==> config.mk <==
export PLATFORM = sky130hd
export DESIGN_NAME = a64x_front
export DESIGN_NICKNAME = d
export VERILOG_FILES = /design/src/hdl/a64x_pkg.sv /design/src/hdl/a64x_front.sv
export SDC_FILE = /design/constraint.sdc
export NUM_CORES = 1
export LEC_CHECK = 0
export BUFFER_PORTS_ARGS = -buffer_cell sky130_fd_sc_hd__buf_4
export CELL_PAD_IN_SITES_DETAIL_PLACEMENT = 1
export CELL_PAD_IN_SITES_GLOBAL_PLACEMENT = 1
export CORE_UTILIZATION = 39
export CTS_CLUSTER_DIAMETER = 200
export DETAILED_ROUTE_END_ITERATION = 8
export PLACE_DENSITY_LB_ADDON = 0.1
export SLEW_MARGIN = 5
export SYNTH_ARGS = -nofsm -noshare
export SYNTH_HDL_FRONTEND = slang
export SYNTH_SLANG_ARGS = --single-unit
==> constraint.sdc <==
create_clock -name aclk -period 14.49 [get_ports aclk]
set_input_delay 2.1735 -clock aclk [delete_from_list [all_inputs] [get_ports aclk]]
set_output_delay 2.1735 -clock aclk [all_outputs]
set_load 0.01 [all_outputs]
==> src/hdl/a64x_pkg.sv <==
// Package for the AArch64 subset execute unit: opcodes, request codes, decoded
// record and result record. Used by every module in hdl/.
package a64x_pkg;

    typedef enum logic [4:0] {
        OP_ADD   = 5'd0,  OP_AND  = 5'd1,  OP_B     = 5'd2,  OP_BL    = 5'd3,
        OP_CBZ   = 5'd4,  OP_CMP  = 5'd5,  OP_LDR   = 5'd6,  OP_MOV   = 5'd7,
        OP_SUB   = 5'd8,  OP_MOVZ = 5'd9,  OP_MUL   = 5'd10, OP_NEG   = 5'd11,
        OP_ORR   = 5'd12, OP_STP  = 5'd13, OP_STR   = 5'd14, OP_STRB  = 5'd15,
        OP_STUR  = 5'd16, OP_STURB = 5'd17, OP_SXTW = 5'd18, OP_LDRET = 5'd19
    } op_t;

    localparam logic [1:0] REQ_NONE  = 2'd0;
    localparam logic [1:0] REQ_READ  = 2'd1;
    localparam logic [1:0] REQ_WRITE = 2'd2;

    localparam logic [63:0] SIGN64   = 64'h8000_0000_0000_0000;
    localparam logic [63:0] LINK_INC = 64'd4;
    localparam logic [4:0]  LINK_REG = 5'd30;

    // Instruction after the front end: opcode checked against its form.
    typedef struct packed {
        logic        unsup;
        op_t         op;
        logic        wide;
        logic [4:0]  rd;
        logic [4:0]  ra;
        logic [4:0]  rb;
        logic        use_index;
        logic [63:0] imm;
        logic [63:0] disp;
        logic        wb;
        logic [63:0] pc;
        logic [31:0] ldata;
    } instr_t;

    typedef struct packed {
        logic [1:0]  mem_request;
        logic        mem_byte;
        logic [63:0] mem_address;
        logic [31:0] mem_wdata;
        logic        branch_taken;
        logic [63:0] branch_target;
        logic        unsupported;
        logic        last_result;
    } result_t;

    // Bit 0: 32-bit form allowed, bit 1: 64-bit form allowed.
    function automatic logic form_ok(input logic [4:0] op, input logic wide);
        logic [1:0] f;
        begin
            unique case (op)
                OP_ADD, OP_CBZ, OP_CMP, OP_SUB, OP_SXTW: f = 2'b10;
                OP_AND, OP_B, OP_BL, OP_LDRET:           f = 2'b11;
                OP_LDR, OP_MOV, OP_MOVZ, OP_MUL, OP_NEG, OP_ORR, OP_STP,
                OP_STR, OP_STRB, OP_STUR, OP_STURB:      f = 2'b01;
                default:                                 f = 2'b00;
            endcase
            form_ok = f[wide];
        end
    endfunction

endpackage

==> src/hdl/a64x_front.sv <==
// Front end: accepts instruction items, classifies opcode/form, and buffers
// them in a two-entry queue toward the back end. Uses a64x_pkg.
module a64x_front
    import a64x_pkg::*;
(
    input  logic         aclk,
    input  logic         aresetn,
    input  logic         in_valid,
    output logic         in_ready,
    input  instr_t       in_instr,
    output logic         q_valid,
    input  logic         q_ready,
    output instr_t       q_instr
);

    instr_t     mem_reg [2];
    logic       wr_ptr_reg, rd_ptr_reg;
    logic [1:0] cnt_reg;
    logic       push, pop;
    instr_t     in_cls;

    assign in_ready = (cnt_reg != 2'd2);
    assign q_valid  = (cnt_reg != 2'd0);
    assign q_instr  = mem_reg[rd_ptr_reg];
    assign push     = in_valid && in_ready;
    assign pop      = q_valid && q_ready;

    always_comb begin
        in_cls       = in_instr;
        in_cls.unsup = !form_ok(in_instr.op, in_instr.wide);
    end

    always_ff @(posedge aclk) begin
        if (push) begin
            mem_reg[wr_ptr_reg] <= in_cls;
        end
        if (!aresetn) begin
            wr_ptr_reg <= 1'b0;
            rd_ptr_reg <= 1'b0;
            cnt_reg    <= 2'd0;
        end else begin
            if (push) wr_ptr_reg <= !wr_ptr_reg;
            if (pop)  rd_ptr_reg <= !rd_ptr_reg;
            cnt_reg <= cnt_reg + {1'b0, push} - {1'b0, pop};
        end
    end

endmodule

==> metrics.txt <==
largest net degree at the start of global routing=119; GRT Resource Usage Total=0.171; Routed WL=~44 mm; initial antenna violation count=4; fillcell total=about 4400; total power=between 4 and 5 mW; distinct cell type count after synthesis=30; Max Clk Rate=between 150 and 200 MHz; share of layout cells above drive strength 1=0.599; Critical Path AT=~3900 ps; clock-pin slew on the worst setup and hold paths=~60 ps; Tcrit/Tclk final=0.416; postcts setup bufs=0; Die Wd=roughly 220 um; type of origin of the critical path=register; Min-Delay Path Class=reg2reg; Worst Path Required=about 12000 ps; Synth Register Bits=501; DRC viols=0; post-route cell area=about 25000 sq um; Area Growth Syn to Fin=30.9%; Seq. cell area=between 10000 and 15000 sq um; CP Class=reg2out; grt ovf=0; Post-layout nets=roughly 1600; final-report setup violation count=0; syn nets=1064; post-route ant nets=0; relative slew slack=0.293; Starting Density=0.398; max FFs per register=a little under 500; CTS Sinks=501; HPWL reported at the end of detailed placement=roughly 30 mm; Die ar.=approximately 50000 sq um; Max Buffers Root-to-Sink=3; Die Y=roughly 220 um; FFs w/ async S/R, synth=0; number of synthesized flops with an enable pin=496; Final Hold Fails=0; worst slew pin tran=approximately 1100 ps; first-pass GRT wire length=around 63 mm; maxcap violations=0; clk root buf=clkbuf_16; Worst Path Max Fanout=57; Multi-input gate area=approximately 3800 sq um; Placer Congestion=around 0.73; RSZ-0062 raised after global routing=false; leakage power=just under 10 nW; YS warnings=0; sequential area share after synthesis=0.784; via count=between 9000 and 10000; Post-Layout Cell Count=between 2000 and 2500; TritonCTS Buffers=55; post_cts resized=0; CTS tree=built; Final min period=approximately 6000 ps; Clk Latency, worst-skew pair=590 ps; drt first-iter violations=430; wire per inst=roughly 22 um; io pins=502; Setup TNS Final=0 ps; Worst VDD drop=approximately 0.095 mV; Post-DP Area=23400 sq um; status=finished, final reports clean; final setup skew=between 20 and 25 ps; pins over their slew limit=0; pwr dens=between 150 and 200 nW/um^2; Post-Place Cells=1907; ys flop type=edfxtp_1; via/cell ratio=4.69; cts-stage hold buffer count=0; cells on worst reg2reg path=4; Mapped Area=~19000 sq um; CP endpoint kind=output pin; core box area=around 48000 sq um; PortBufs=500; vias in the first global route=a little over 10000; drt pass-1 iters=4; Synth Area per Inst=~24 sq um; Cells after Synth=just over 800; cell row count=80; CTS H-tree depth=2; WHS Path Cells=2
final cells by class:
cell class	count	area share
antenna	2	0.000200
clock buffer	71	0.0574
clock inverter	28	0.00860
inverter	2	0.000600
multi-input combinational	280	0.151
sequential	501	0.599
tap	615	0.0307
timing repair buffer	509	0.153
per-stage QoR:
stage                     hold slack (ps)  setup WS (ps)   util
after global placement                569           8880  0.486
after CTS                             598           8260  0.521
after detailed placement              581           8930  0.486
after floorplan                       529           5970      -
final                                 588           8470  0.521
after global routing                  623           8220  0.521
critical path: stages (launching register included):
cell,delay (ps)
dfxtp_4,790
buf_4,870
buf_4,960
mux2_2,420
buf_4,140
worst paths after layout:
check	start	end	slack [ps]
setup / recovery	register	q_instr[18]	8470
hold / removal	rd_ptr_reg	register	590
setup reg to reg	cnt_reg[0]	mem_reg[1][126]	10940
hold reg to reg	rd_ptr_reg	register	590
cells by family (layout without fill, tap and decap cells):
logic type,after synthesis,in the layout,synth area share
adder cells (fa/ha/maj),1,1,0.000654
multiplexers,250,250,0.187
other,0,2,0
buffers and inverters,30,610,0.0188
XOR/XNOR,1,1,0.000458
AO/OA/AOI/OAI,12,12,0.00458
AND/OR/NAND/NOR,16,16,0.00458
flip-flops,501,501,0.784
report_power, final:
part           leakage (nW)  total (mW)  switching, mW  internal (mW)
sequential             4.68        1.82         0.0507           1.77
combinational          4.14       0.998          0.454          0.544
clock                 0.800        1.30          0.547          0.748
cell usage in the layout, fill, tap and decap left out:
cell / n
clkinvlp_4: 2
nor2_1: 4
mux2_4: 201
inv_8: 1
nand2_1: 1
o31ai_1: 1
nand3b_1: 1
o21ai_0: 3
nand3_1: 1
dfxtp_4: 1
xnor2_1: 1
diode_2: 2
a21boi_0: 1
and3_4: 1
a32oi_1: 1
clkinv_2: 7
and2_1: 3
ha_1: 1
mux2_2: 47
clkinv_4: 1
inv_6: 2
clkbuf_16: 55
a21oi_1: 1
mux2i_1: 2
or2_2: 1
a211oi_1: 1
a222oi_1: 1
clkinv_1: 13
a21bo_2: 2
nor2b_1: 1
edfxtp_1: 496
nand2b_1: 3
clkbuf_1: 16
dfxtp_1: 4
inv_1: 1
o22ai_1: 1
bufinv_16: 3
buf_4: 509
cell usage after synthesis, types with 2 or more instances:
master    count  area [sq um]
edfxtp_1    496         14900
mux2_4      201          3020
mux2_2       47           529
buf_6        14           158
buf_8        11           165
dfxtp_1       5           100
nor2_1        4          15.0
and2_1        3          18.8
nand2b_1      3          18.8
o21ai_0       3          15.0
a21bo_2       2          20.0
buf_2         2          10.0
inv_1         2          7.51
mux2i_1       2          20.0
per-layer routing:
metal	global-route usage	vias up	share of wire	wire length, um
li1	-	4324	-	-
met1	0.182	4699	0.36	15900
met2	0.292	311	0.50	22200
met3	0.0811	86	0.11	4750
met4	0.0689	4	0.030	1320
met5	0	-	0.00061	27
Power figures use the tool's default switching activity.
